[config.mk]
export PLATFORM = sky130hd
export DESIGN_NAME = packed_sample_unpacker_unit
export DESIGN_NICKNAME = d
export VERILOG_FILES = /design/src/hw/rtl/psu_pkg.sv /design/src/hw/rtl/psu_unpack.sv /design/src/hw/rtl/psu_rsp_queue.sv /design/src/hw/rtl/packed_sample_unpacker_unit.sv
export SDC_FILE = /design/constraint.sdc
export NUM_CORES = 1
export LEC_CHECK = 0
export ABC_CLOCK_PERIOD_IN_PS = 3100
export BUFFER_PORTS_ARGS = -buffer_cell sky130_fd_sc_hd__buf_2
export CAP_MARGIN = 15
export CORE_MARGIN = 4
export CORE_UTILIZATION = 39
export CTS_CLUSTER_SIZE = 14
export DETAILED_ROUTE_END_ITERATION = 10
export PLACE_DENSITY_LB_ADDON = 0.25
export RECOVER_POWER = 100
export SYNTH_ARGS = -nofsm -noshare
export SYNTH_HDL_FRONTEND = slang
export SYNTH_SLANG_ARGS = --single-unit
[constraint.sdc]
create_clock -name clock -period 3.1 [get_ports clock]
set_input_delay 0.62 -clock clock [delete_from_list [all_inputs] [get_ports clock]]
set_output_delay 0.62 -clock clock [all_outputs]
set_load 0.01 [all_outputs]
[src/hw/rtl/psu_pkg.sv]
`timescale 1ns / 1ps
// ----------------------------------------------------------------------------
// psu_pkg
// Shared types, constants and helpers for the packed sample unpacker.
// ----------------------------------------------------------------------------
package psu_pkg;

   // packing formats held in the sample_format register
   localparam logic [1:0] FMT_PAIR12  = 2'd0;  // two 12-bit samples in 3 bytes
   localparam logic [1:0] FMT_SPLIT10 = 2'd1;  // three 10-bit samples, split last sample
   localparam logic [1:0] FMT_WORD10  = 2'd2;  // three 10-bit samples in a 32-bit word

   // sample position within a packing group
   localparam logic [1:0] SLOT_0 = 2'd0;
   localparam logic [1:0] SLOT_1 = 2'd1;
   localparam logic [1:0] SLOT_2 = 2'd2;

   // register map (word index = paddr[2])
   localparam int unsigned CSR_ADDR_W   = 3;
   localparam int unsigned CSR_DATA_W   = 32;
   localparam logic        CSR_IDX_FMT  = 1'b0;

   // result queue
   localparam int unsigned RSP_DEPTH = 4;
   localparam int unsigned RSP_CNT_W = $clog2(RSP_DEPTH + 1);

   typedef struct packed {
      logic [7:0] data_byte;
      logic       restart;
   } req_type;

   typedef struct packed {
      logic signed [11:0] sample;
      logic [1:0]         slot;
      logic               last;
   } rsp_type;

   // up to two results produced by one byte, in order
   typedef struct packed {
      logic [1:0] count;
      rsp_type    first;
      rsp_type    second;
   } push_type;

   function automatic logic signed [11:0] sext10(input logic [9:0] v);
      sext10 = $signed({{2{v[9]}}, v});
   endfunction

endpackage

[src/hw/rtl/psu_unpack.sv]
`timescale 1ns / 1ps
// ----------------------------------------------------------------------------
// psu_unpack
// Format register, group phase and held bytes; turns each accepted byte into
// zero, one or two samples for the result queue.
// ----------------------------------------------------------------------------
module psu_unpack (
   input  logic              clock,
   input  logic              reset,
   input  logic              cfg_we,
   input  logic [1:0]        cfg_fmt,
   input  logic              accept,
   input  psu_pkg::req_type  req,
   output logic [1:0]        fmt,
   output psu_pkg::push_type push
);
   import psu_pkg::*;

   logic [1:0] fmt_ff, fmt_in;
   logic [1:0] phase_ff, phase_in;
   logic [7:0] held_ff [3];
   logic [7:0] held_in [3];
   logic [1:0] ph;
   logic [7:0] b;

   assign fmt = fmt_ff;
   assign b   = req.data_byte;
   assign ph  = req.restart ? 2'd0 : phase_ff;

   always_comb begin
      fmt_in   = cfg_we ? cfg_fmt : fmt_ff;
      phase_in = phase_ff;
      held_in  = held_ff;
      push     = '0;
      if (accept) begin
         unique case (fmt_ff)
            FMT_PAIR12: begin
               unique case (ph)
                  2'd1: begin
                     held_in[1]        = b;
                     push.count        = 2'd1;
                     push.first.sample = $signed({b[3:0], held_ff[0]});
                     push.first.slot   = SLOT_0;
                     push.first.last   = 1'b1;
                     phase_in          = 2'd2;
                  end
                  2'd2: begin
                     push.count        = 2'd1;
                     push.first.sample = $signed({held_ff[1][7:4], b});
                     push.first.slot   = SLOT_1;
                     push.first.last   = 1'b1;
                     phase_in          = 2'd0;
                  end
                  default: begin
                     // phase 0, or out of step: start a new group
                     held_in[0] = b;
                     phase_in   = 2'd1;
                  end
               endcase
            end
            FMT_SPLIT10: begin
               unique case (ph)
                  2'd0: held_in[0] = b;
                  2'd1: begin
                     held_in[1]        = b;
                     push.count        = 2'd1;
                     push.first.sample = sext10({b[2:0], held_ff[0][7:1]});
                     push.first.slot   = SLOT_0;
                     push.first.last   = 1'b1;
                  end
                  2'd2: held_in[2] = b;
                  default: begin
                     // last byte: word 1 sample, then the split sample
                     push.count         = 2'd2;
                     push.first.sample  = sext10({b[2:0], held_ff[2][7:1]});
                     push.first.slot    = SLOT_1;
                     push.first.last    = 1'b0;
                     push.second.sample = sext10({b[7:3], held_ff[1][7:3]});
                     push.second.slot   = SLOT_2;
                     push.second.last   = 1'b1;
                  end
               endcase
               phase_in = ph + 2'd1;
            end
            FMT_WORD10: begin
               unique case (ph)
                  2'd0: held_in[0] = b;
                  2'd1: begin
                     held_in[1]        = b;
                     push.count        = 2'd1;
                     push.first.sample = sext10({b[1:0], held_ff[0]});
                     push.first.slot   = SLOT_0;
                     push.first.last   = 1'b1;
                  end
                  2'd2: begin
                     held_in[2]        = b;
                     push.count        = 2'd1;
                     push.first.sample = sext10({b[3:0], held_ff[1][7:2]});
                     push.first.slot   = SLOT_1;
                     push.first.last   = 1'b1;
                  end
                  default: begin
                     push.count        = 2'd1;
                     push.first.sample = sext10({b[5:0], held_ff[2][7:4]});
                     push.first.slot   = SLOT_2;
                     push.first.last   = 1'b1;
                  end
               endcase
               phase_in = ph + 2'd1;
            end
            default: phase_in = 2'd0;  // unused format: byte dropped
         endcase
      end
      if (cfg_we) begin
         phase_in = 2'd0;
      end
   end

   always_ff @(posedge clock) begin
      if (reset) begin
         fmt_ff     <= FMT_PAIR12;
         phase_ff   <= 2'd0;
         held_ff[0] <= 8'd0;
         held_ff[1] <= 8'd0;
         held_ff[2] <= 8'd0;
      end else begin
         fmt_ff   <= fmt_in;
         phase_ff <= phase_in;
         held_ff  <= held_in;
      end
   end

   a_pair12_phase: assert property (@(posedge clock) disable iff (reset)
      (fmt_ff == FMT_PAIR12) |-> (phase_ff != 2'd3))
      else $error("phase out of step in 12-bit format");

   a_two_only_split: assert property (@(posedge clock) disable iff (reset)
      (push.count == 2'd2) |-> (fmt_ff == FMT_SPLIT10 && ph == 2'd3))
      else $error("two samples from one byte outside the split format");

   a_no_push_idle: assert property (@(posedge clock) disable iff (reset)
      !accept |-> (push.count == 2'd0))
      else $error("sample produced without an accepted request");

endmodule

[src/hw/rtl/psu_rsp_queue.sv]
`timescale 1ns / 1ps
// ----------------------------------------------------------------------------
// psu_rsp_queue
// Small shifting result queue: takes up to two samples a cycle, hands out one.
// Entry 0 is the output register.
// ----------------------------------------------------------------------------
module psu_rsp_queue (
   input  logic              clock,
   input  logic              reset,
   input  psu_pkg::push_type push,
   output logic              space_ok,
   output logic              rsp_valid,
   input  logic              rsp_ready,
   output psu_pkg::rsp_type  rsp_data
);
   import psu_pkg::*;

   rsp_type              entry_ff [RSP_DEPTH];
   rsp_type              entry_in [RSP_DEPTH];
   logic [RSP_CNT_W-1:0] count_ff, count_in;
   logic [RSP_CNT_W-1:0] base;
   logic                 pop;

   assign rsp_valid = (count_ff != '0);
   assign rsp_data  = entry_ff[0];
   assign pop       = rsp_valid & rsp_ready;
   assign base      = count_ff - RSP_CNT_W'(pop);
   // room for a two-sample byte whatever the receiver does
   assign space_ok  = (count_ff <= RSP_CNT_W'(RSP_DEPTH - 2));
   assign count_in  = base + RSP_CNT_W'(push.count);

   always_comb begin
      for (int i = 0; i < RSP_DEPTH - 1; i++) begin
         entry_in[i] = pop ? entry_ff[i + 1] : entry_ff[i];
      end
      entry_in[RSP_DEPTH - 1] = entry_ff[RSP_DEPTH - 1];
      for (int i = 0; i < RSP_DEPTH; i++) begin
         if (push.count != 2'd0 && base == RSP_CNT_W'(i)) begin
            entry_in[i] = push.first;
         end else if (push.count == 2'd2 && base + RSP_CNT_W'(1) == RSP_CNT_W'(i)) begin
            entry_in[i] = push.second;
         end
      end
   end

   always_ff @(posedge clock) begin
      if (reset) begin
         count_ff <= '0;
      end else begin
         count_ff <= count_in;
      end
   end

   always_ff @(posedge clock) begin
      entry_ff <= entry_in;
   end

   a_count_bound: assert property (@(posedge clock) disable iff (reset)
      count_ff <= RSP_CNT_W'(RSP_DEPTH))
      else $error("result queue overfilled");

   a_push_fits: assert property (@(posedge clock) disable iff (reset)
      (push.count != 2'd0) |-> space_ok)
      else $error("samples pushed without room");

   a_count_step: assert property (@(posedge clock) disable iff (reset)
      (push.count == 2'd0 && !pop) |=> (count_ff == $past(count_ff)))
      else $error("queue fill changed without push or pop");

endmodule

[src/hw/rtl/packed_sample_unpacker_unit.sv]
`timescale 1ns / 1ps
// ----------------------------------------------------------------------------
// packed_sample_unpacker_unit
// Byte-serial unpacker for 12-bit and 10-bit bit-packed signed samples.
//
// Request channel (req_): one raw stream byte per request, plus a restart
// flag that makes the byte the first of a new packing group.
// Result channel (rsp_): sign-extended 12-bit sample, its slot within the
// group, and a last flag on the final sample a byte yields.
// APB-style port: sample_format at byte address 0 picks the packing
// (0: 2x12 bits in 3 bytes, 1: 3x10 bits split over two 16-bit words,
// 2: 3x10 bits in a 32-bit word); writing it restarts the group phase.
// A sample is written to the registered result queue with the byte that completes it.
// Throughput: one byte per cycle, set by a single registered unpack step;
// a four-entry result queue absorbs the two samples from the last byte of
// a split-format group. A stalled receiver fills the queue, and req_ready
// drops once fewer than two entries are free.
// Reset: format 0, phase 0, queue empty.
// ----------------------------------------------------------------------------
module packed_sample_unpacker_unit (
   input  logic                                clock,
   input  logic                                reset,
   input  logic                                req_valid,
   output logic                                req_ready,
   input  psu_pkg::req_type                    req_data,
   output logic                                rsp_valid,
   input  logic                                rsp_ready,
   output psu_pkg::rsp_type                    rsp_data,
   input  logic                                psel,
   input  logic                                penable,
   input  logic                                pwrite,
   input  logic [psu_pkg::CSR_ADDR_W-1:0]      paddr,
   input  logic [psu_pkg::CSR_DATA_W-1:0]      pwdata,
   output logic [psu_pkg::CSR_DATA_W-1:0]      prdata,
   output logic                                pready
);
   import psu_pkg::*;

   logic     accept;
   logic     cfg_we;
   logic     space_ok;
   logic     csr_idx;
   logic [1:0] fmt;
   push_type push;

   assign pready    = 1'b1;
   assign csr_idx   = paddr[2];
   assign cfg_we    = psel & penable & pwrite & (csr_idx == CSR_IDX_FMT);
   assign prdata    = (csr_idx == CSR_IDX_FMT) ? {{(CSR_DATA_W - 2){1'b0}}, fmt} : '0;
   assign req_ready = space_ok;
   assign accept    = req_valid & req_ready;

   psu_unpack u_unpack (
      .clock   (clock),
      .reset   (reset),
      .cfg_we  (cfg_we),
      .cfg_fmt (pwdata[1:0]),
      .accept  (accept),
      .req     (req_data),
      .fmt     (fmt),
      .push    (push)
   );

   psu_rsp_queue u_rsp_queue (
      .clock     (clock),
      .reset     (reset),
      .push      (push),
      .space_ok  (space_ok),
      .rsp_valid (rsp_valid),
      .rsp_ready (rsp_ready),
      .rsp_data  (rsp_data)
   );

endmodule
Yosys cells after proc, flatten, opt, wreduce, memory -nomap -nowiden
Cells that the tools add are included.
Word-level totals
  bits in registers: 91
  bits of input ports: 51
  output and inout bits: 50
Operators by class
  order comparisons: 1
  equal/unequal tests: 13
  multiplexer cells: 26
  bitwise operators: 6
  reduce and logical (&&, ||, !) cells: 27
  $add $sub $neg: 4
Operators with widths (number)
  15-bit two-way mux: 13
  16-bit one-hot mux with 2 select lines: 2
  17-bit one-hot mux with 3 select lines: 1
  16-bit one-hot mux with 3 select lines: 1
  17-bit one-hot mux with 2 select lines: 1
  32-bit two-way mux: 1
  8-bit two-way mux: 3
  3-bit by 2-bit == test with 1-bit output, second input constant: 4
  3-bit nonzero test: 4
  1-bit logical AND: 8
  2-bit one-hot mux with 2 select lines: 2
  2-bit OR reduction: 4
  2-bit == test, second input constant: 3
  3-bit by 1-bit == test with 1-bit output, second input constant: 2
  3-bit zero test: 2
  2-bit nonzero test: 3
  1-bit AND: 5
  2-bit by 1-bit == test with 1-bit output, second input constant: 2
  2-bit zero test: 2
  2-bit two-way mux: 2
  4-bit AND reduction: 1
  3-bit by 1-bit adder with 3-bit output, second input constant: 1
  3-bit by 2-bit adder with 3-bit output: 1
  3-bit by 2-bit <= comparator with 1-bit output, second input constant: 1
  8 further kinds: 8

Logic depth before layout (Yosys ltp)
Gate-level depths: netlist of run 1.
  word-level depth: 10
  mapped depth: 13
  gate-level depth less buffers: 11

Hierarchy
A second synthesis of run 1 with hierarchy kept.
Second synthesis, totals
  cells, all modules: 588
  area, all modules: 5891.9 sq um
Modules (own cells, without submodules)
  psu_rsp_queue: area each 3716.1 sq um, times used 1, sequential area each 1861.8 sq um, cells each 315
  psu_unpack: area each 1901.8 sq um, times used 1, sequential area each 500.5 sq um, cells each 236
  packed_sample_unpacker_unit: area each 274.0 sq um, times used 1, sequential area each 0.0 sq um, cells each 37

Worst setup path before layout of run 1
OpenSTA, ideal clock, no wires.
  path kind: register to register
  from: reg u_rsp_queue.count_ff[0]
  to: reg u_rsp_queue.entry_ff[15] in the netlist's numbering, enable pin
  required time: 2726 ps
  setup slack: -138 ps
  stages on the path, launching flop included: 13
  arrival time: 2864 ps
  setup time: 374 ps
  path buffers: 2
  path through: dfxtp_1 > or3_1 > nand2_1 > inv_1 > ha_1 > ha_1 > xnor2_1 > ha_1 > and4_1 > clkbuf_1 > nand3_1 > buf_2 > nand3_1
Between the ends
  cells in the longest elaborated chain, start to end: 7
Ends and longest elaborated chain
  start: declaration: RTL line psu_rsp_queue.sv:20  | logic [RSP_CNT_W-1:0] count_ff, count_in;
  start signal: assignment: RTL line psu_rsp_queue.sv:50  | count_ff <= count_in;
  3-bit nonzero test *: RTL line psu_rsp_queue.sv:24  | assign rsp_valid = (count_ff != '0);
  named net rsp_valid: RTL line packed_sample_unpacker_unit.sv:26  | output logic rsp_valid,
  1-bit AND *: RTL line psu_rsp_queue.sv:26  | assign pop = rsp_valid & rsp_ready;
  3-bit by 1-bit subtractor with 3-bit output: RTL line psu_rsp_queue.sv:27  | assign base = count_ff - RSP_CNT_W'(pop);
  3-bit by 1-bit adder with 3-bit output: RTL line psu_rsp_queue.sv:40  | end else if (push.count == 2'd2 && base + RSP_CNT_W'(1) == RSP_CNT_W'(i)) begin
  3-bit by 2-bit == test with 1-bit output: RTL line psu_rsp_queue.sv:40
  1-bit logical AND: RTL line psu_rsp_queue.sv:40
  3-bit nonzero test (no source line) *
  end signal: assignment: RTL line psu_rsp_queue.sv:55  | entry_ff <= entry_in;
  end: declaration: RTL line psu_rsp_queue.sv:18  | rsp_type entry_ff [RSP_DEPTH];
Mark *: on every way through the listed nets, which the timed path passes. The rest lies on a longest branch.
A chain may end at the register's enable or synchronous reset.

==> run_results.csv, run 1 <==
group,metric,value,unit
status,run_status,"complete, no violations",
floorplanning,fp.dieArea,15490,um^2
synth,cell_variety_after_synth,45,
clocking,clockRootBuffer,"sky130_fd_sc_hd__clkbuf_16",
placed_design,dpl-instance-area,5458,um^2
synth,largest_cells_by_area_after_synthesis,"sky130_fd_sc_hd__edfxtp_1 34%, sky130_fd_sc_hd__dfxtp_1 11%, sky130_fd_sc_hd__nand2_1 7.2%",
synth,synthCells,614,
global_route,grt_overflow_total,0,
detailed_routing,post-route-drc-count,0,
detailed_routing,detail_route.wirelength,11890,um
global_route,grt_max_degree,45,
critical_path,critical_path_arrival,3160,ps
timing,maxSlewHeadroom,0.3931,
critical_path,critical_path.cell_chain,"or3_1 -> nand2_1 -> inv_1 -> ha_1 -> ha_1 -> nor2_1 -> ha_1 -> and4_1 -> and3_2 -> nand3_1 -> a31oi_1",
clocking,cts_max_level,3,
detailed_routing,detailedRoute.firstPassIterationCount,5,
floorplanning,row_count,42,
detailed_routing,detailedRoute.firstIterationViolations,297,
placed_design,place_congestion,0.8556,
clocking,clk-insertion-delay-late,340,ps
clocking,cts.repair_timing.setup_buffer_count,0,
pwr,clock_power_frac,0.275,
timing,clock.fmax,336.3,MHz
placed_design,post_dp_hpwl,8748,um
timing,finalCriticalPeriod,2973,ps
placed_design,io_buffer_count,37,
synth,post-synth-top-area-cell,"sky130_fd_sc_hd__edfxtp_1",
layout,stdcell_area,5695,um^2
synth,synth_area,5289,um^2
timing,drv_slew,0,
critical_path,timing.critical_path.fanout_max,11,
critical_path,critical-path-top-delay-family,"simple AND/OR/NAND/NOR gates",
synth,synth_async_sr_flop_share,0,
flow_run,drv_cap,0,
floorplanning,die_width,124.5,um
worst_hold_path,hold_path_class,"flop to flop",
floorplanning,core,13240,um^2
pwr,power_density,652.1,nW/um^2
layout,diodes,0,
placed_design,detailedPlace.worstSlack,32.69,ps
critical_path,critical-path-top-cell-by-count,"sky130_fd_sc_hd__ha_1",
floorplanning,initial_core_utilization,0.3994,
critical_path,critical_path.n_buffers_inverters,1,
detailed_routing,ant_nets,0,
critical_path,critical_path_required,3290,ps
critical_path,crit_path_start_kind,"flop",
layout,drive_above_1_share,0.09569,
layout,stdcell_count,803,
detailed_routing,wl_per_cell,14.81,um
layout,layout.nets,688,
synth,synth_area_per_cell,8.614,um^2
detailed_routing,post_drt_via_cell_ratio,5.247,
synth,number_of_flops_mapped_to_enable_cells_by_yosys,60,
pwr,switchingPower,1.211,mW
clocking,cts_buffer_depth,2,
pwr,switching_share,0.3259,
synth,yosysWarnings,0,
timing,worst_clock_skew,7.353,ps
critical_path,timing.critical_path.slowest_cell_delay,380,ps
synth,register_area_share_after_synthesis,0.4467,
timing,grt_setup_unrepaired,"true",
layout,area.growth.synth_to_final,7.689,%
timing,final_report_hold_violation_count,0,
clocking,post_cts.resized_instances,0,
pwr,static-leakage-power,2.371,nW
timing,final_clock_period_utilization_by_the_worst_path,0.9592,
critical_path,critical_path.endpoint_type,"flop",
synth,yosysTopAreaCellShare,0.3407,
critical_path,timing_worst_setup_path_type,"flop to flop",
global_route,antenna_found_initial,0,
timing,setup-violations-final,0,
timing,worst-slew-pin-transition,905.4,ps
clocking,cts-buffers-inserted,9,
detailed_routing,routed-via-count,4213,
synth,synth-seq-cells,88,
floorplanning,io-pin-count,101,
floorplanning,die_height,124.5,um
pwr,power.combinational.fraction,0.268,
clocking,numClockSinks,88,
clocking,clock_tree_from_tritoncts,"built",
pwr,cell_internal_pwr,2.504,mW
clocking,hold_buffers,0,
global_route,grt_pass1_wl,19820,um
global_route,grt_pass1_vias,3925,
synth,postSynth.topFlopCell,"sky130_fd_sc_hd__edfxtp_1",
timing,fin_ws,126.6,ps
global_route,gr-usage-all-layers,0.1544,
placed_design,numPlacedInstances,787,
clocking,clkSlewWorstSetupHoldPaths,70,ps
pwr,irDropWorstVdd,0.3701,mV
pwr,seqPwrFrac,0.457,
critical_path,critical-path-slowest-cell,"sky130_fd_sc_hd__or3_1",
==> power by group through the flow <==
stage | combinational (mW) | sequential, mW | clock [mW]
2_1_floorplan | 0.847 | 1.70 | 0
3_3_place_gp | 1.01 | 1.71 | 0
3_5_place_dp | 1.03 | 1.72 | 0
4_1_cts | 1.04 | 1.70 | 1.04
5_1_grt | 1.12 | 1.72 | 1.10
6_report | 0.996 | 1.70 | 1.02
==> stage by stage <==
stage | utilization | total power, mW | setup TNS (ps) | hold WS [ps]
2_1_floorplan | - | 2.549 | -6172 | 436.1
3_3_place_gp | 0.4121 | 2.727 | 0 | 468.4
3_5_place_dp | 0.4121 | 2.755 | 0 | 473.9
4_1_cts | 0.4331 | 3.773 | 0 | 484.8
5_1_grt | 0.4301 | 3.954 | -151.6 | 501.0
6_report | 0.4301 | 3.714 | 0 | 492.6
==> tightest hold or removal path: stages, from the launching register on <==
cell                      delay, ps
sky130_fd_sc_hd__dfxtp_1        320
sky130_fd_sc_hd__mux2i_1         60
sky130_fd_sc_hd__nor2_1          80
==> path summary, 6_finish.rpt <==
| kind | startpoint | to | slack (ps) | cells past startpoint |
|---|---|---|---|---|
| min | u_unpack.held_ff[1] | u_unpack.held_ff[1] | 490 | 2 |
| max reg2reg | u_rsp_queue.count_ff[0] | u_rsp_queue.rsp_data[12] | 130 | 11 |
| max | u_rsp_queue.count_ff[0] | u_rsp_queue.rsp_data[12] | 130 | 11 |
| min reg2reg | u_unpack.held_ff[1] | u_unpack.held_ff[1] | 490 | 2 |
==> placed cells by master, fill, tap and decap left out, types with 4 or more instances in the layout <==
cell type	n
sky130_fd_sc_hd__clkbuf_16	9
sky130_fd_sc_hd__clkbuf_1	20
sky130_fd_sc_hd__dfxtp_1	28
sky130_fd_sc_hd__a22o_1	4
sky130_fd_sc_hd__nand2b_1	4
sky130_fd_sc_hd__a221oi_1	5
sky130_fd_sc_hd__ha_1	14
sky130_fd_sc_hd__a31oi_1	44
sky130_fd_sc_hd__nor2b_1	10
sky130_fd_sc_hd__edfxtp_1	60
sky130_fd_sc_hd__mux2i_1	15
sky130_fd_sc_hd__buf_4	15
sky130_fd_sc_hd__o21ai_0	17
sky130_fd_sc_hd__nor2_1	65
sky130_fd_sc_hd__nand3_1	60
sky130_fd_sc_hd__a21oi_1	19
sky130_fd_sc_hd__buf_2	20
sky130_fd_sc_hd__conb_1	31
sky130_fd_sc_hd__nor3_1	5
sky130_fd_sc_hd__and2_1	7
sky130_fd_sc_hd__a22oi_1	6
sky130_fd_sc_hd__and3b_1	4
sky130_fd_sc_hd__nand4_1	4
sky130_fd_sc_hd__o221ai_1	4
sky130_fd_sc_hd__nand2_1	102
sky130_fd_sc_hd__inv_1	15
==> Yosys cell counts (2+ instances only) <==
cell type                  count
sky130_fd_sc_hd__nand4b_1      2
sky130_fd_sc_hd__nand3_1      60
sky130_fd_sc_hd__dfxtp_1      28
sky130_fd_sc_hd__and3_1        5
sky130_fd_sc_hd__o21ai_0      17
sky130_fd_sc_hd__a221o_1       2
sky130_fd_sc_hd__a21oi_1      19
sky130_fd_sc_hd__a31oi_1      44
sky130_fd_sc_hd__ha_1         14
sky130_fd_sc_hd__o221ai_1      4
sky130_fd_sc_hd__a21o_1        2
sky130_fd_sc_hd__nor2_1       66
sky130_fd_sc_hd__or3_1         2
sky130_fd_sc_hd__a221oi_1      5
sky130_fd_sc_hd__nand2_1     102
sky130_fd_sc_hd__nor2b_1      10
sky130_fd_sc_hd__conb_1        2
sky130_fd_sc_hd__a22oi_1       6
sky130_fd_sc_hd__buf_4        46
sky130_fd_sc_hd__nand2b_1      4
sky130_fd_sc_hd__nand4_1       4
sky130_fd_sc_hd__nor3_1        5
sky130_fd_sc_hd__clkbuf_1     33
sky130_fd_sc_hd__edfxtp_1     60
sky130_fd_sc_hd__buf_1         3
sky130_fd_sc_hd__and3b_1       4
sky130_fd_sc_hd__a22o_1        4
sky130_fd_sc_hd__and2_1        7
sky130_fd_sc_hd__inv_1        15
sky130_fd_sc_hd__mux2i_1      15
sky130_fd_sc_hd__a211o_1       2
sky130_fd_sc_hd__buf_2         9
==> area by class of cell <==
| class | count | area [um^2] |
|---|---|---|
| Fill cell | 1370 | 7547 |
| Multi-Input combinational cell | 449 | 2454 |
| Sequential cell | 88 | 2362 |
| Timing Repair Buffer | 59 | 325.3 |
| Clock buffer | 9 | 225.2 |
| Tap cell | 176 | 220.2 |
| Inverter | 15 | 56.30 |
| Clock inverter | 7 | 52.55 |
==> state kept, by name (all words and copies together) (netlist names) <==
register              flops
u_rsp_queue.entry_ff     45
u_unpack.phase_ff         2
u_rsp_queue.count_ff      3
u_unpack.fmt              2
u_unpack.held_ff         21
u_rsp_queue.rsp_data     15
==> kinds of logic after synthesis <==
kind of cell / count (synthesis) / share of synthesized area
AND/OR/NAND/NOR: 275 / 0.2375
AO/OA/AOI/OAI: 111 / 0.1358
buffers and inverters: 106 / 0.1100
flip-flops: 88 / 0.4467
adder cells (fa/ha/maj): 15 / 0.03691
multiplexers: 15 / 0.02839
other: 2 / 0.001420
XOR/XNOR: 2 / 0.003313
==> layer usage <==
layer | track usage | wire length, um | vias up
li1 | - | - | 2106
met1 | 0.2088 | 5434 | 1964
met2 | 0.2420 | 5457 | 133
met3 | 0.04931 | 901 | 10
met4 | 0.03546 | 101 | 0
met5 | 0 | 0 | -
Note: power is estimated with default switching activity, not from simulation.
==> inputs of run 2 (changes only) <==
PLACE_DENSITY_LB_ADDON = default   (was 0.25)
==> run_results.csv, run 2 (synthesized netlist as in run 1, its figures left out) <==
group,metric,value,unit
critical_path,crit_path_start_kind,"flop",
timing,drv_slew,0,
layout,diodes,0,
floorplanning,fp.dieArea,15490,um^2
timing,final_clock_period_utilization_by_the_worst_path,0.9229,
layout,largest_register_ff_count,45,
clocking,cts_buffer_depth,2,
pwr,irDropWorstVdd,0.3136,mV
critical_path,critical_path.endpoint_type,"flop",
layout,stdcell_area,5733,um^2
placed_design,io_buffer_count,37,
timing,worst_clock_skew,5.872,ps
critical_path,worstReg2RegStart,"u_rsp_queue.count_ff[0]",
detailed_routing,detail_route.wirelength,11720,um
clocking,cts-buffers-inserted,9,
global_route,antenna_found_initial,0,
critical_path,timing.critical_path.fanout_max,11,
clocking,clk-insertion-delay-late,340,ps
timing,fin_worst_hold_slack,491.1,ps
placed_design,detailedPlace.worstSlack,65.87,ps
flow_run,drv_cap,0,
detailed_routing,ant_nets,0,
critical_path,timing_worst_setup_path_type,"flop to flop",
timing,maxSlewHeadroom,0.4155,
detailed_routing,post-route-drc-count,0,
layout,final_common_cell,"sky130_fd_sc_hd__nand2_1",
pwr,static-leakage-power,2.395,nW
floorplanning,die_height,124.5,um
critical_path,crit_start,"u_rsp_queue.count_ff[0]",
critical_path,critical_path_arrival,2940,ps
timing,worst-slew-pin-transition,871.9,ps
layout,drive_above_1_share,0.09873,
floorplanning,die_width,124.5,um
timing,final_report_hold_violation_count,0,
global_route,gr-usage-all-layers,0.1522,
global_route,grt_overflow_total,0,
placed_design,post_dp_hpwl,8755,um
layout,most_frequent_cells_in_the_layout,"102 x sky130_fd_sc_hd__nand2_1, 65 x sky130_fd_sc_hd__nor2_1, 60 x sky130_fd_sc_hd__nand3_1, 60 x sky130_fd_sc_hd__edfxtp_1, 44 x sky130_fd_sc_hd__a31oi_1",
clocking,cts_max_level,3,
pwr,power_density,658.6,nW/um^2
layout,area.growth.synth_to_final,8.398,%
floorplanning,io-pin-count,101,
status,run_status,"complete, no violations",
placed_design,dpl-instance-area,5453,um^2
detailed_routing,post_drt_via_cell_ratio,5.200,
detailed_routing,detailedRoute.firstIterationViolations,352,
timing,clock.fmax,349.5,MHz
worst_hold_path,worst_hold_path_startpoint,"u_unpack.held_ff[2]",
placed_design,place_congestion,0.8777,
timing,setup-violations-final,0,
global_route,grt_pass1_vias,3843,
clocking,clockRootBuffer,"sky130_fd_sc_hd__clkbuf_16",
floorplanning,row_count,42,
clocking,numClockSinks,88,
floorplanning,core,13240,um^2
detailed_routing,wl_per_cell,14.58,um
floorplanning,initial_core_utilization,0.3994,
layout,layout.nets,689,
detailed_routing,routed-via-count,4181,
global_route,grt_max_degree,31,
timing,finalCriticalPeriod,2861,ps
global_route,grt_pass1_wl,19470,um
critical_path,critical_path_required,3180,ps
clocking,clock_tree_from_tritoncts,"built",
timing,grt_setup_unrepaired,"true",
worst_hold_path,hold_path_class,"flop to flop",
clocking,clkSlewWorstSetupHoldPaths,60,ps
layout,largest_register,"u_rsp_queue.entry_ff",
detailed_routing,detailedRoute.firstPassIterationCount,5,
timing,fin_ws,239.0,ps
==> run 2: cell type report <==
class	instances	area [um^2]
fillers	1333	7510
inverters	15	56.30
repair buffers	60	334.1
flip-flops and latches	88	2362
multi-input cells	449	2462
well taps	176	220.2
clock buffers	10	229.0
clock inverters	6	68.82
==> run 2: worst max-delay path, stage by stage (launching register included) <==
cell                      delay (ps)
sky130_fd_sc_hd__dfxtp_1         320
sky130_fd_sc_hd__or3_1           390
sky130_fd_sc_hd__nand2_1          90
sky130_fd_sc_hd__inv_1            50
sky130_fd_sc_hd__ha_1            170
sky130_fd_sc_hd__ha_1            300
sky130_fd_sc_hd__nor2_1          240
sky130_fd_sc_hd__ha_1            270
sky130_fd_sc_hd__and4_1          210
sky130_fd_sc_hd__and3_2          310
sky130_fd_sc_hd__nand3_1         150
sky130_fd_sc_hd__a31oi_1         100
==> run 2: final timing paths <==
check                             end  slack [ps]  depth (start not counted)
min               u_unpack.held_ff[2]         490                          2
max reg2reg  u_rsp_queue.entry_ff[27]         240                         11
min reg2reg       u_unpack.held_ff[2]         490                          2
max          u_rsp_queue.entry_ff[27]         240                         11
==> run 2: through the flow <==
stage                     std cells    util  power, mW  TNS, ps
final                           804  0.4329      3.776        0
after detailed placement        788  0.4118      2.748        0
after global routing            804  0.4329      4.019   -23.65
after global placement          788  0.4118      2.723        0
after floorplan                 643       -      2.549    -6172
after CTS                       804  0.4342      3.840        0
==> run 2: power by group <==
group / internal [mW] / total [mW] / switching [mW]
clock network: 0.628 / 1.08 / 0.448
logic: 0.350 / 1.00 / 0.653
registers: 1.61 / 1.70 / 0.0844
==> run 2: routing by layer <==
| layer | GRT usage | part of all wire |
|---|---|---|
| met1 | 0.2051 | 0.48 |
| met2 | 0.2398 | 0.45 |
| met3 | 0.04503 | 0.061 |
| met4 | 0.03997 | 0.0095 |
| met5 | 0 | 0 |
==> run 2: what timing repair did <==
item                       in CTS  in global routing
gates resized for setup         0                  5
setup endpoints to repair       0                 56
buffers inserted                0                  0
hold buffers                    0                  0
==> inputs of run 3 (changes only) <==
ABC_CLOCK_PERIOD_IN_PS = 2700   (was 3100)
CORE_MARGIN = 5   (was 4)
clock period = 2.7 ns   (was 3.1 ns; I/O delays follow)
==> run_results.csv, run 3 (synthesized netlist as in run 1, its figures left out) <==
group,metric,value,unit
timing,worst-slew-pin-transition,648.1,ps
detailed_routing,post-route-drc-count,0,
critical_path,timing.critical_path.fanout_max,10,
layout,layout.nets,709,
timing,grt_setup_unrepaired,"true",
floorplanning,io-pin-count,101,
detailed_routing,routed-via-count,4313,
floorplanning,row_count,42,
placed_design,io_buffer_count,37,
floorplanning,die_width,126.5,um
timing,worst_clock_skew,7.354,ps
pwr,switchingPower,1.541,mW
detailed_routing,dr_wl_met3,865,um
clocking,cts_buffer_depth,2,
pwr,power_density,767.0,nW/um^2
floorplanning,core,13300,um^2
timing,setup-violations-final,0,
pwr,power.combinational.fraction,0.341,
critical_path,critical_path_arrival,2850,ps
clocking,clk-insertion-delay-late,350,ps
clocking,clock_tree_from_tritoncts,"built",
layout,area.growth.synth_to_final,15.83,%
layout,drive_above_1_share,0.1466,
detailed_routing,detail_route.wirelength,12490,um
critical_path,critical-path-slowest-cell,"sky130_fd_sc_hd__or3_4",
clocking,cts_max_level,3,
placed_design,post_dp_hpwl,9314,um
critical_path,critical-path-top-delay-family,"simple AND/OR/NAND/NOR gates",
global_route,grt_max_degree,45,
detailed_routing,met2WireLength,5921,um
clocking,hold_buffers,0,
global_route,antenna_found_initial,0,
global_route,grt_pass1_vias,4025,
floorplanning,initial_core_utilization,0.3978,
detailed_routing,route.top_layer_used,"met4",
layout,most_frequent_cells_in_the_layout,"99 x sky130_fd_sc_hd__nand2_1, 64 x sky130_fd_sc_hd__nor2_1, 60 x sky130_fd_sc_hd__edfxtp_1, 49 x sky130_fd_sc_hd__nand3_1, 44 x sky130_fd_sc_hd__a31oi_1",
clocking,clkSlewWorstSetupHoldPaths,70,ps
pwr,cell_internal_pwr,3.158,mW
placed_design,place_congestion,0.8738,
critical_path,critical_path.endpoint_type,"flop",
layout,final_common_cell,"sky130_fd_sc_hd__nand2_1",
critical_path,timing.critical_path.slowest_cell_delay,390,ps
timing,clock.fmax,375.7,MHz
detailed_routing,detailedRoute.firstIterationViolations,336,
worst_hold_path,hold_path_class,"primary input to flop",
detailed_routing,wl_met1,5557,um
pwr,static-leakage-power,2.523,nW
critical_path,critical_path.n_buffers_inverters,3,
layout,postLayoutCoreUtil,0.4608,
global_route,gr-usage-all-layers,0.1537,
timing,final_report_hold_violation_count,0,
clocking,numClockSinks,88,
status,run_status,"complete, no violations",
layout,largest_register_ff_count,45,
critical_path,crit_path_start_kind,"flop",
critical_path,timing_worst_setup_path_type,"flop to flop",
detailed_routing,post_drt_via_cell_ratio,5.234,
pwr,irDropWorstVdd,0.4069,mV
pwr,switching_share,0.3279,
critical_path,critical_path_required,2890,ps
layout,diodes,0,
floorplanning,fp.dieArea,15990,um^2
pwr,finalPower,4.699,mW
layout,largest_register,"u_rsp_queue.entry_ff",
detailed_routing,detailedRoute.firstPassIterationCount,6,
pwr,seqPwrFrac,0.415,
critical_path,critical_path.cell_chain,"or3_4 -> nand2_4 -> inv_2 -> ha_4 -> ha_4 -> nor2_4 -> ha_1 -> and4_4 -> buf_12 -> and3_4 -> buf_12 -> nand3_1 -> a31oi_1",
floorplanning,die_height,126.5,um
detailed_routing,wl_per_cell,15.15,um
timing,final_clock_period_utilization_by_the_worst_path,0.9858,
timing,post_route_setup_tns,0,ps
global_route,grt_pass1_wl,20020,um
clocking,clockRootBuffer,"sky130_fd_sc_hd__clkbuf_16",
timing,maxSlewHeadroom,0.5679,
global_route,grt_overflow_total,0,
clocking,cts-buffers-inserted,9,
timing,finalCriticalPeriod,2662,ps
timing,drv_slew,0,
detailed_routing,ant_nets,0,
flow_run,drv_cap,0,
pwr,clock_power_frac,0.245,
[run 3: cell types whose count changed in the layout (fill, tap and decap cells not counted), moves of 3 or more]
cell / delta
sky130_fd_sc_hd__nand3_1: -11
sky130_fd_sc_hd__buf_12: +9
sky130_fd_sc_hd__nand3_4: +8
sky130_fd_sc_hd__clkbuf_1: +7
sky130_fd_sc_hd__buf_4: +4
sky130_fd_sc_hd__clkbuf_4: -3
sky130_fd_sc_hd__nand2_1: -3
sky130_fd_sc_hd__nand3_2: +3
[run 3: cell type report]
class | instances | area (um^2)
clock buffer | 10 | 229.0
clock inverter | 6 | 45.04
fill | 1306 | 7169
inverter | 15 | 56.30
multi-input combinational | 450 | 2648
sequential | 88 | 2364
tap | 176 | 220.2
timing repair buffer | 79 | 564.3
[run 3: metal layers]
metal  up-vias  GRT usage
met4         0    0.03785
li1       2164          -
met2       129     0.2553
met1      2010     0.1984
met5         -          0
met3        10    0.04372
[run 3: what timing repair did]
item | in CTS | in global routing
resized for setup | 6 | 10
pin swaps | 2 | 23
cloned | 0 | 1
setup buffers | 0 | 2
setup endpoints to repair | 17 | 69
[run 3: metrics by stage]
stage	setup slack (ps)	area, um^2	cells	hold slack, ps
finish	38.46	6126	824	431.7
global route	-70.92	6126	824	453.8
CTS	5.142	6142	822	419.4
floorplan	-9.711	5562	643	436.1
detailed placement	-29.30	5846	806	485.4
global placement	11.02	5846	806	468.5
[run 3: path summary, 6_finish.rpt]
kind | slack (ps) | end | depth (start not counted) | start
max | 40 | u_rsp_queue.entry_ff[38] | 13 | u_rsp_queue.count_ff[2]
min | 430 | u_unpack.fmt[1] | 3 | pwdata[1]
max reg2reg | 40 | u_rsp_queue.entry_ff[38] | 13 | u_rsp_queue.count_ff[2]
min reg2reg | 500 | u_unpack.held_ff[10] | 2 | u_unpack.held_ff[10]
[run 3: power groups by stage]
stage / Sequential [mW] / Clock [mW] / Combinational [mW]
after floorplan: 1.95 / 0 / 1.18
after global placement: 1.96 / 0 / 1.53
after detailed placement: 1.97 / 0 / 1.58
after CTS: 1.94 / 1.18 / 1.61
after global routing: 1.98 / 1.24 / 1.77
final: 1.95 / 1.15 / 1.60
[run 3: worst register-to-register path, cell delays in order (launching register included)]
cell                      delay [ps]
sky130_fd_sc_hd__dfxtp_2         320
sky130_fd_sc_hd__or3_4           390
sky130_fd_sc_hd__nand2_4          70
sky130_fd_sc_hd__inv_2            40
sky130_fd_sc_hd__ha_4            150
sky130_fd_sc_hd__ha_4            270
sky130_fd_sc_hd__nor2_4           40
sky130_fd_sc_hd__ha_1            270
sky130_fd_sc_hd__and4_4          210
sky130_fd_sc_hd__buf_12          130
sky130_fd_sc_hd__and3_4          210
sky130_fd_sc_hd__buf_12          120
sky130_fd_sc_hd__nand3_1          80
sky130_fd_sc_hd__a31oi_1         190
